### src/sv/fsvt_pkg.sv
package fsvt_pkg;

  localparam int QDEPTH = 4;
  localparam int QAW = 2;

  localparam logic [2:0] REG_INIT   = 3'd0;
  localparam logic [2:0] REG_FROM_B = 3'd1;
  localparam logic [2:0] REG_FROM_M = 3'd2;
  localparam logic [2:0] REG_FROM_E = 3'd3;
  localparam logic [2:0] REG_FROM_S = 3'd4;

  typedef enum logic [1:0] {
    TAG_B,
    TAG_M,
    TAG_E,
    TAG_S
  } tag_t;

  typedef enum logic [1:0] {
    KIND_FIRST,
    KIND_STEP,
    KIND_DROP
  } kind_t;

  typedef struct packed {
    logic signed [15:0] emit_b;
    logic signed [15:0] emit_m;
    logic signed [15:0] emit_e;
    logic signed [15:0] emit_s;
    logic               end_of_sentence;
  } item_t;

  typedef struct packed {
    logic [1:0] tag;
    logic [5:0] position;
    logic       final_tag;
    logic       overflow;
  } result_t;

  // one classified character between front and core; emit[0] is tag B
  typedef struct packed {
    logic [3:0][15:0] emit;
    logic             last;
    logic             ovf;
    kind_t            kind;
  } qent_t;

  typedef struct packed {
    logic       we;
    logic [5:0] addr;
    logic [1:0] tag;
  } tag_wr_t;

  typedef struct packed {
    logic       start;
    logic [6:0] len;
    logic       ovf;
  } emit_start_t;

  function automatic logic signed [15:0] sat_score(input logic signed [15:0] v,
                                                   input int unsigned sb);
    logic signed [15:0] hi;
    logic signed [15:0] lo;
    hi = 16'((32'sd1 <<< (sb - 1)) - 32'sd1);
    lo = ~hi;
    if (v > hi) begin
      return hi;
    end else if (v < lo) begin
      return lo;
    end
    return v;
  endfunction

  function automatic logic signed [23:0] sat_metric(input logic signed [25:0] v);
    if (v > 26'sd8388607) begin
      return 24'sh7fffff;
    end else if (v < -26'sd8388608) begin
      return 24'sh800000;
    end
    return v[23:0];
  endfunction

endpackage

### src/sv/fsvt_front.sv
module fsvt_front #(
  parameter int MAX_LEN = 64,
  parameter int SCORE_BITS = 16
) (
  input  logic                clk,
  input  logic                rst,
  input  logic                push,
  output logic                full,
  input  fsvt_pkg::item_t     item,
  output logic                q_valid,
  output fsvt_pkg::qent_t     q_head,
  input  logic                q_pop
);

  fsvt_pkg::qent_t q [fsvt_pkg::QDEPTH];
  logic [fsvt_pkg::QAW-1:0] wp;
  logic [fsvt_pkg::QAW-1:0] rp;
  logic [fsvt_pkg::QAW:0]   occ;
  logic [6:0]               count;
  logic                     ovf;

  fsvt_pkg::kind_t kind;
  fsvt_pkg::qent_t ent;
  logic            accept;
  logic            enq;
  logic            deq;

  always_comb begin
    if (count == 7'd0) begin
      kind = fsvt_pkg::KIND_FIRST;
    end else if (count < 7'(MAX_LEN)) begin
      kind = fsvt_pkg::KIND_STEP;
    end else begin
      kind = fsvt_pkg::KIND_DROP;
    end
    ent.emit[0] = fsvt_pkg::sat_score(item.emit_b, SCORE_BITS);
    ent.emit[1] = fsvt_pkg::sat_score(item.emit_m, SCORE_BITS);
    ent.emit[2] = fsvt_pkg::sat_score(item.emit_e, SCORE_BITS);
    ent.emit[3] = fsvt_pkg::sat_score(item.emit_s, SCORE_BITS);
    ent.last    = item.end_of_sentence;
    ent.ovf     = ovf | (kind == fsvt_pkg::KIND_DROP);
    ent.kind    = kind;
  end

  assign full    = (occ == (fsvt_pkg::QAW + 1)'(fsvt_pkg::QDEPTH));
  assign accept  = push && !full;
  // dropped characters vanish here unless they close the sentence
  assign enq     = accept && (kind != fsvt_pkg::KIND_DROP || item.end_of_sentence);
  assign q_valid = (occ != '0);
  assign deq     = q_pop && q_valid;
  assign q_head  = q[rp];

  always_ff @(posedge clk) begin
    if (rst) begin
      wp    <= '0;
      rp    <= '0;
      occ   <= '0;
      count <= '0;
      ovf   <= 1'b0;
    end else begin
      if (enq) begin
        q[wp] <= ent;
        wp    <= wp + 1'b1;
      end
      if (deq) begin
        rp <= rp + 1'b1;
      end
      occ <= occ + (fsvt_pkg::QAW + 1)'(enq) - (fsvt_pkg::QAW + 1)'(deq);
      if (accept) begin
        if (item.end_of_sentence) begin
          count <= '0;
          ovf   <= 1'b0;
        end else if (kind == fsvt_pkg::KIND_DROP) begin
          ovf <= 1'b1;
        end else begin
          count <= count + 7'd1;
        end
      end
    end
  end

endmodule

### src/sv/fsvt_core.sv
module fsvt_core #(
  parameter int MAX_LEN = 64,
  parameter int SCORE_BITS = 16
) (
  input  logic                  clk,
  input  logic                  rst,
  input  logic                  wr_en,
  input  logic [2:0]            wr_index,
  input  logic [63:0]           wr_data,
  input  logic                  q_valid,
  input  fsvt_pkg::qent_t       q_head,
  output logic                  q_pop,
  input  logic                  emit_busy,
  output fsvt_pkg::tag_wr_t     tag_wr,
  output fsvt_pkg::emit_start_t emit_start
);

  localparam int AW = (MAX_LEN > 1) ? $clog2(MAX_LEN) : 1;

  typedef enum logic [1:0] {
    S_RUN,
    S_SEL,
    S_END,
    S_TRACE
  } state_t;

  state_t state;

  logic signed [15:0] init_sc [4];
  logic signed [15:0] trans [4][4];
  logic signed [23:0] pm [4];
  logic signed [23:0] cand [4][4];
  fsvt_pkg::kind_t    kind_q;
  logic               last_q;
  logic               ovf_q;
  logic [6:0]         len;
  logic [6:0]         trace_t;
  logic [1:0]         cur_q;

  logic [7:0]         bp_mem [MAX_LEN];
  logic [7:0]         bp_q;
  logic               bp_we;
  logic               bp_re;
  logic [AW-1:0]      bp_ra;

  logic signed [23:0] sel_pm [4];
  logic [7:0]         sel_row;
  logic [1:0]         ec;
  logic [1:0]         ec_fix;
  logic [1:0]         trace_cur;
  logic               done;

  always_ff @(posedge clk) begin
    if (rst) begin
      for (int k = 0; k < 4; k++) begin
        init_sc[k] <= '0;
        for (int j = 0; j < 4; j++) begin
          trans[k][j] <= '0;
        end
      end
    end else if (wr_en) begin
      unique case (wr_index) inside
        fsvt_pkg::REG_INIT: begin
          for (int k = 0; k < 4; k++) begin
            init_sc[k] <= fsvt_pkg::sat_score(wr_data[16*k +: 16], SCORE_BITS);
          end
        end
        [fsvt_pkg::REG_FROM_B:fsvt_pkg::REG_FROM_S]: begin
          for (int k = 0; k < 4; k++) begin
            trans[2'(wr_index - fsvt_pkg::REG_FROM_B)][k] <=
                fsvt_pkg::sat_score(wr_data[16*k +: 16], SCORE_BITS);
          end
        end
        default: ;
      endcase
    end
  end

  always_comb begin
    logic signed [23:0] best;
    logic [1:0]         arg;
    logic signed [23:0] eb;
    for (int d = 0; d < 4; d++) begin
      best = cand[d][0];
      arg  = 2'd0;
      for (int s = 1; s < 4; s++) begin
        if (cand[d][s] > best) begin
          best = cand[d][s];
          arg  = 2'(s);
        end
      end
      sel_pm[d]          = best;
      sel_row[2*d +: 2]  = arg;
    end
    eb = pm[0];
    ec = fsvt_pkg::TAG_B;
    for (int d = 1; d < 4; d++) begin
      if (pm[d] > eb) begin
        eb = pm[d];
        ec = 2'(d);
      end
    end
    // a sentence cannot close on B or M
    if (ec == fsvt_pkg::TAG_B) begin
      ec_fix = fsvt_pkg::TAG_S;
    end else if (ec == fsvt_pkg::TAG_M) begin
      ec_fix = fsvt_pkg::TAG_E;
    end else begin
      ec_fix = ec;
    end
    trace_cur = bp_q[{cur_q, 1'b0} +: 2];

    q_pop  = 1'b0;
    bp_we  = 1'b0;
    bp_re  = 1'b0;
    bp_ra  = '0;
    tag_wr = '0;
    done   = 1'b0;
    unique case (state)
      S_RUN: begin
        q_pop = q_valid;
      end
      S_SEL: begin
        bp_we = (kind_q != fsvt_pkg::KIND_DROP);
      end
      S_END: begin
        if (!emit_busy) begin
          tag_wr.we   = 1'b1;
          tag_wr.addr = 6'(len - 7'd1);
          tag_wr.tag  = ec_fix;
          if (len == 7'd1) begin
            done = 1'b1;
          end else begin
            bp_re = 1'b1;
            bp_ra = AW'(len - 7'd1);
          end
        end
      end
      S_TRACE: begin
        tag_wr.we   = 1'b1;
        tag_wr.addr = 6'(trace_t - 7'd1);
        tag_wr.tag  = trace_cur;
        if (trace_t == 7'd1) begin
          done = 1'b1;
        end else begin
          bp_re = 1'b1;
          bp_ra = AW'(trace_t - 7'd1);
        end
      end
      default: ;
    endcase
    emit_start.start = done;
    emit_start.len   = len;
    emit_start.ovf   = ovf_q;
  end

  always_ff @(posedge clk) begin
    if (bp_we) begin
      bp_mem[len[AW-1:0]] <= sel_row;
    end
    if (bp_re) begin
      bp_q <= bp_mem[bp_ra];
    end
  end

  always_ff @(posedge clk) begin
    if (rst) begin
      state <= S_RUN;
      len   <= '0;
      for (int d = 0; d < 4; d++) begin
        pm[d] <= '0;
      end
    end else begin
      unique case (state)
        S_RUN: begin
          if (q_valid) begin
            // first character: metric term zero, init score in place of transition
            for (int d = 0; d < 4; d++) begin
              for (int s = 0; s < 4; s++) begin
                if (q_head.kind == fsvt_pkg::KIND_FIRST) begin
                  cand[d][s] <= fsvt_pkg::sat_metric(26'(init_sc[d])
                                + 26'($signed(q_head.emit[d])));
                end else begin
                  cand[d][s] <= fsvt_pkg::sat_metric(26'(pm[s]) + 26'(trans[s][d])
                                + 26'($signed(q_head.emit[d])));
                end
              end
            end
            kind_q <= q_head.kind;
            last_q <= q_head.last;
            ovf_q  <= q_head.ovf;
            state  <= S_SEL;
          end
        end
        S_SEL: begin
          if (kind_q != fsvt_pkg::KIND_DROP) begin
            for (int d = 0; d < 4; d++) begin
              pm[d] <= sel_pm[d];
            end
            len <= len + 7'd1;
          end
          state <= last_q ? S_END : S_RUN;
        end
        S_END: begin
          if (!emit_busy) begin
            cur_q   <= ec;
            trace_t <= len - 7'd1;
            if (len == 7'd1) begin
              len   <= '0;
              for (int d = 0; d < 4; d++) begin
                pm[d] <= '0;
              end
              state <= S_RUN;
            end else begin
              state <= S_TRACE;
            end
          end
        end
        S_TRACE: begin
          cur_q   <= trace_cur;
          trace_t <= trace_t - 7'd1;
          if (trace_t == 7'd1) begin
            len   <= '0;
            for (int d = 0; d < 4; d++) begin
              pm[d] <= '0;
            end
            state <= S_RUN;
          end
        end
        default: state <= S_RUN;
      endcase
    end
  end

  a_start_free: assert property (@(posedge clk) disable iff (rst)
    emit_start.start |-> !emit_busy)
    else $error("emitter started while busy");

  a_tag_free: assert property (@(posedge clk) disable iff (rst)
    tag_wr.we |-> !emit_busy)
    else $error("tag store written while emitter reads it");

  a_pop_sel: assert property (@(posedge clk) disable iff (rst)
    q_pop |=> state == S_SEL)
    else $error("popped character not selected next cycle");

  a_len: assert property (@(posedge clk) disable iff (rst)
    (state == S_SEL && kind_q != fsvt_pkg::KIND_DROP) |-> len < 7'(MAX_LEN))
    else $error("backpointer row beyond maximum length");

endmodule

### src/sv/fsvt_emit.sv
module fsvt_emit #(
  parameter int MAX_LEN = 64
) (
  input  logic                  clk,
  input  logic                  rst,
  input  fsvt_pkg::tag_wr_t     tag_wr,
  input  fsvt_pkg::emit_start_t emit_start,
  output logic                  busy,
  output logic                  empty,
  input  logic                  pop,
  output fsvt_pkg::result_t     result
);

  localparam int AW = (MAX_LEN > 1) ? $clog2(MAX_LEN) : 1;

  logic [1:0]        tag_mem [MAX_LEN];
  logic [1:0]        tag_q;
  logic [5:0]        pos_q;
  logic              fin_q;
  logic              ovf_q;
  logic              active;
  logic              inflight;
  logic [6:0]        rd_t;
  logic [6:0]        len_q;

  fsvt_pkg::result_t fifo [2];
  logic              wp;
  logic              rp;
  logic [1:0]        occ;

  logic              issue;
  logic              popd;

  assign issue  = active && ((occ + {1'b0, inflight}) < 2'd2);
  assign popd   = pop && !empty;
  assign busy   = active | inflight;
  assign empty  = (occ == 2'd0);
  assign result = fifo[rp];

  always_ff @(posedge clk) begin
    if (tag_wr.we) begin
      tag_mem[tag_wr.addr[AW-1:0]] <= tag_wr.tag;
    end
    if (issue) begin
      tag_q <= tag_mem[rd_t[AW-1:0]];
      pos_q <= 6'(rd_t);
      fin_q <= (rd_t + 7'd1 == len_q);
    end
  end

  always_ff @(posedge clk) begin
    if (rst) begin
      active   <= 1'b0;
      inflight <= 1'b0;
      rd_t     <= '0;
      wp       <= 1'b0;
      rp       <= 1'b0;
      occ      <= '0;
    end else begin
      inflight <= issue;
      if (emit_start.start) begin
        active <= 1'b1;
        rd_t   <= '0;
        len_q  <= emit_start.len;
        ovf_q  <= emit_start.ovf;
      end else if (issue) begin
        rd_t <= rd_t + 7'd1;
        if (rd_t + 7'd1 == len_q) begin
          active <= 1'b0;
        end
      end
      if (inflight) begin
        fifo[wp] <= '{tag: tag_q, position: pos_q, final_tag: fin_q, overflow: ovf_q};
        wp       <= ~wp;
      end
      if (popd) begin
        rp <= ~rp;
      end
      occ <= occ + 2'(inflight) - 2'(popd);
    end
  end

endmodule

### src/sv/four_state_viterbi_tagger.sv
// channel  | ports                    | transfer when
// ---------+--------------------------+--------------------
// item     | push, full, item         | push && !full
// result   | empty, pop, result       | pop && !empty
// config   | wr_en, wr_index, wr_data | wr_en
//
// Each character passes through S_RUN, which forms the 16 saturated candidates,
// and then S_SEL, which selects survivors; the path-metric loop sets this split.
// Traceback reads one backpointer row a cycle; results then drain through a
// two-entry result FIFO while the next sentence runs. Reset
// is synchronous and clears control state, path metrics and the config
// registers; no clearing pass. full rises when the 4-entry character queue
// fills (core busy with a character, in traceback, or waiting for the previous sentence to drain).
module four_state_viterbi_tagger #(
  parameter int MAX_LEN = 64,
  parameter int SCORE_BITS = 16
) (
  input  logic              clk,
  input  logic              rst,
  input  logic              push,
  output logic              full,
  input  fsvt_pkg::item_t   item,
  output logic              empty,
  input  logic              pop,
  output fsvt_pkg::result_t result,
  input  logic              wr_en,
  input  logic [2:0]        wr_index,
  input  logic [63:0]       wr_data
);

  logic                  q_valid;
  fsvt_pkg::qent_t       q_head;
  logic                  q_pop;
  logic                  emit_busy;
  fsvt_pkg::tag_wr_t     tag_wr;
  fsvt_pkg::emit_start_t emit_start;

  fsvt_front #(
    .MAX_LEN    (MAX_LEN),
    .SCORE_BITS (SCORE_BITS)
  ) u_front (
    .clk     (clk),
    .rst     (rst),
    .push    (push),
    .full    (full),
    .item    (item),
    .q_valid (q_valid),
    .q_head  (q_head),
    .q_pop   (q_pop)
  );

  fsvt_core #(
    .MAX_LEN    (MAX_LEN),
    .SCORE_BITS (SCORE_BITS)
  ) u_core (
    .clk        (clk),
    .rst        (rst),
    .wr_en      (wr_en),
    .wr_index   (wr_index),
    .wr_data    (wr_data),
    .q_valid    (q_valid),
    .q_head     (q_head),
    .q_pop      (q_pop),
    .emit_busy  (emit_busy),
    .tag_wr     (tag_wr),
    .emit_start (emit_start)
  );

  fsvt_emit #(
    .MAX_LEN (MAX_LEN)
  ) u_emit (
    .clk        (clk),
    .rst        (rst),
    .tag_wr     (tag_wr),
    .emit_start (emit_start),
    .busy       (emit_busy),
    .empty      (empty),
    .pop        (pop),
    .result     (result)
  );

endmodule
### config.mk
export PLATFORM = sky130hd
export DESIGN_NAME = four_state_viterbi_tagger
export DESIGN_NICKNAME = d
export VERILOG_FILES = /design/src/sv/fsvt_pkg.sv /design/src/sv/fsvt_front.sv /design/src/sv/fsvt_core.sv /design/src/sv/fsvt_emit.sv /design/src/sv/four_state_viterbi_tagger.sv
export SDC_FILE = /design/constraint.sdc
export NUM_CORES = 2
export LEC_CHECK = 0
export BUFFER_PORTS_ARGS = -buffer_cell sky130_fd_sc_hd__buf_2
export CORE_MARGIN = 5
export CORE_UTILIZATION = 45
export DETAILED_ROUTE_END_ITERATION = 16
export PLACE_DENSITY = 0.67
export SYNTH_ARGS = -nofsm -noshare
export SYNTH_HDL_FRONTEND = slang
export SYNTH_SLANG_ARGS = --single-unit
### constraint.sdc
create_clock -name clk -period 53.2 [get_ports clk]
set_input_delay 2.66 -clock clk [delete_from_list [all_inputs] [get_ports clk]]
set_output_delay 2.66 -clock clk [all_outputs]
set_load 0.05 [all_outputs]
==> flow_summary.toml <==
[run_status]
status = "finished clean"

[floorplan]
die_x_um = 507
num_rows = 182
fp.dieH_um = 507
die-area_mm2 = 0.258
start_util = 0.452
core-area_mm2 = 0.246
io_pins = 149

[synth]
synth-edff-count = 1674
synthFlopType = "edfxtp_1"
async_flop_share = 0
yosysTopAreaCell = "edfxtp_1"
syn_area_per_cell_um2 = 11.7
yosysSeqAreaShare = 0.476
ys_warn_count = 0
synth_area_leaders = "edfxtp_1 45%, ha_1 9.3%, fa_1 7.3%"
netlist_instances = 9480
syn_area_mm2 = 0.111
syn_nets = 10800
synth-seq-cells = 1810
synth.distinct_cells = 112
yosysTopAreaCellShare = 0.451

[drt]
ant_nets = 0
dr_wl_met2_um = 171000
wl_met3_um = 40100
drcViolationCount = 0
wl_met1_um = 156000
vias_per_cell = 6.26
firstDrtPassIters = 10
top_layer_used = "met5"
drt_iter0_markers = 9665
wire_per_inst_um = 29.8
postRouteWirelength_um = 390000
num_vias = 82000

[clocking]
numCtsBuffers = 200
cts_setup_buffers = 0
cts_tree = "done"
clock-root-buffer = "clkbuf_16"
insertion_delay_ns = 0.95
clkTransAtPathRegs_ns = 0.06
cts-resized-gates = 0
clock_sinks = 1810
ctsHoldBuffers = 0
clockBufferDepth = 3
htreeDepth = 4

[timing]
hold_viol_final = 0
setup_ws_ns = 43.37
setup_viol = 0
rsz0062_at_grt = "false"
period_needed_ns = 9.83
fin_tns_setup_ns = 0
tightest_slew_ns = 1.26
slew-limit-headroom = 0.162
finalCritPeriodShare = 0.185
fmax_mhz = 102
drv_slew = 0
hold_ws_ns = 0.448
skew_ns = 0.134

[worst_setup_path]
cpPeakStageDelay_ns = 1.02
cp-start-kind = "register"
r2r_end = "u_core.pm[2][16]$_SDFFE_PP0P_"
crit_path_max_fanout = 24
arrival_ns = 10.55
end_kind = "register"
r2r_start = "u_core.cand[2][49]$_DFFE_PP_"
worstPathRequired_ns = 53.92
cp_slowest_cell = "nand3b_1"
path_common_cell = "o21ai_0"
worst-r2r-setup-slack_ns = 43.37
critical_path_class = "register to register"
crit_end = "u_core.pm[2][16]$_SDFFE_PP0P_"
r2r_cells = 30
crit_path_start = "u_core.cand[2][49]$_DFFE_PP_"

[placed_design]
hpwl_um = 281000
gp_congestion = 1.01
numPortBuffers = 148
pre_cts_ws_ns = 43.50

[global_routing]
grt_max_degree = 154
overflow = 0
globalRouteTotalUtil = 0.295
first_global_vias = 80200
antenna_found_initial = 78
grt_pass1_wl_um = 556000

[min_path]
hp-class = "register to register"

[layout]
nNetsFinal = 11000
syn2layout_area_growth_pct = 10.4
drive_above_1_share = 0.0991

[flow_run]
maxCapViolations = 0
-- worst max-delay path: cells and delay by family, from the launching register on --
kind	cells	cell delay, ns
AO/OA/AOI/OAI	18	4.92
adder cells (fa/ha/maj)	3	0.95
buffers and inverters	2	0.81
AND/OR/NAND/NOR	5	1.82
multiplexers	2	0.75
flip-flops	1	0.40
-- worst min path at each step --
stage	startpoint	endpoint	slack, ns	cells after the start
CTS	u_emit.tag_q[1]$_DFFE_PP_	u_emit.fifo[0][9]$_DFFE_PP_	0.45	0
global placement	u_emit.tag_q[1]$_DFFE_PP_	u_emit.fifo[0][9]$_DFFE_PP_	0.43	0
global route	u_core.ovf_q$_DFFE_PP_	u_emit.ovf_q$_DFFE_PP_	0.46	0
floorplan	u_core.ovf_q$_DFFE_PP_	u_emit.ovf_q$_DFFE_PP_	0.40	0
finish	u_emit.tag_q[1]$_DFFE_PP_	u_emit.fifo[1][9]$_DFFE_PP_	0.45	0
detailed placement	u_emit.tag_q[1]$_DFFE_PP_	u_emit.fifo[0][9]$_DFFE_PP_	0.43	0
-- layout by cell type, fill, tap and decap left out, drive strengths merged, types with 115 or more instances in the layout --
cell type / n
a21o: 388
and2: 355
nand2: 879
ha: 824
nand4: 115
o211ai: 184
o21ai: 437
xor2: 176
clkbuf: 240
a21oi: 507
mux2i: 126
fa: 405
nand3: 285
edfxtp: 1674
dfxtp: 136
nor2: 506
xnor2: 220
inv: 368
buf: 312
-- through the flow --
step	instance area [um^2]	utilization	cells
after CTS	123000	0.499	13100
final	123000	0.499	13100
after floorplan	111000	-	9480
after global routing	123000	0.499	13100
after detailed placement	116000	0.472	12700
after global placement	116000	0.472	12700
-- registers in the layout (all words and copies together), names as in the netlist, 2 cells and up, named ones only --
name and flops:
u_front.wp 2, u_core.state 2, u_core.bp_q 8, u_core.init_sc 64, u_emit.len_q 7, u_emit.pos_q 6
u_emit.rd_t 7, u_core.trans 256, u_front.rp 2, u_core.kind_q 2, u_front.occ 3, u_emit.tag_q 2
u_core.cur_q 2, u_core.bp_mem 512, u_core.trace_t 7, u_front.count 7, u_front.q 272, u_core.cand 384
u_emit.occ 2, u_core.pm 96, u_core.len 7, u_emit.fifo 20, u_emit.tag_mem 128
-- cell families (layout without fill, tap and decap cells) --
| logic type | after synthesis | in the layout | synth area share |
|---|---|---|---|
| AO/OA/AOI/OAI | 2361 | 2361 | 0.145 |
| AND/OR/NAND/NOR | 2601 | 2601 | 0.113 |
| flip-flops | 1810 | 1810 | 0.476 |
| other | 0 | 30 | 0 |
| buffers and inverters | 759 | 1048 | 0.0274 |
| multiplexers | 324 | 324 | 0.0428 |
| adder cells (fa/ha/maj) | 1229 | 1229 | 0.165 |
| XOR/XNOR | 396 | 396 | 0.0311 |
-- metal layers --
| layer | global-route usage | up-vias |
|---|---|---|
| met2 | 0.453 | 4252 |
| met4 | 0.143 | 42 |
| met3 | 0.0762 | 941 |
| met5 | 0.00556 | - |
| met1 | 0.391 | 40900 |
| li1 | - | 35800 |
-- cells in the mapped netlist, types with 21 or more instances --
library cell and number:
o211ai_1 181, buf_2 75, a21oi_1 501, a221o_1 48, or3_1 26, fa_1 405, or2_2 23, and2_1 352
edfxtp_1 1674, nand2b_1 60, xnor2_1 220, a31oi_1 86, o21bai_1 63, o221ai_1 21, nor2_1 506, dfxtp_1 136
a32oi_1 26, a22oi_1 46, mux2_2 86, a211oi_1 53, mux2i_1 125, mux4_2 112, clkbuf_1 269, o21a_1 98
o21ai_1 40, o31ai_1 24, o22ai_1 23, buf_1 31, nand3_1 285, nand2_1 874, o21ai_0 391, a222oi_1 21
nor2b_1 77, a211o_1 40, inv_1 362, nor3_1 78, a311oi_1 92, ha_1 824, and3_1 108, xor2_1 176
nand4_1 115, a21o_1 387, a22o_1 30
-- cell type report --
cell class              count  area [um^2]
multi-input cells        6911        55600
flip-flops and latches   1810        53000
clock buffers             240         5270
fillers                 21500       123000
diodes                     30         75.1
clock inverters           134         1480
well taps                3312         4140
inverters                 362         1360
repair buffers            312         2030
Power is left out: the tool's default activity adds up to more than one toggle a clock period on the data nets, which glitch-free logic cannot reach.
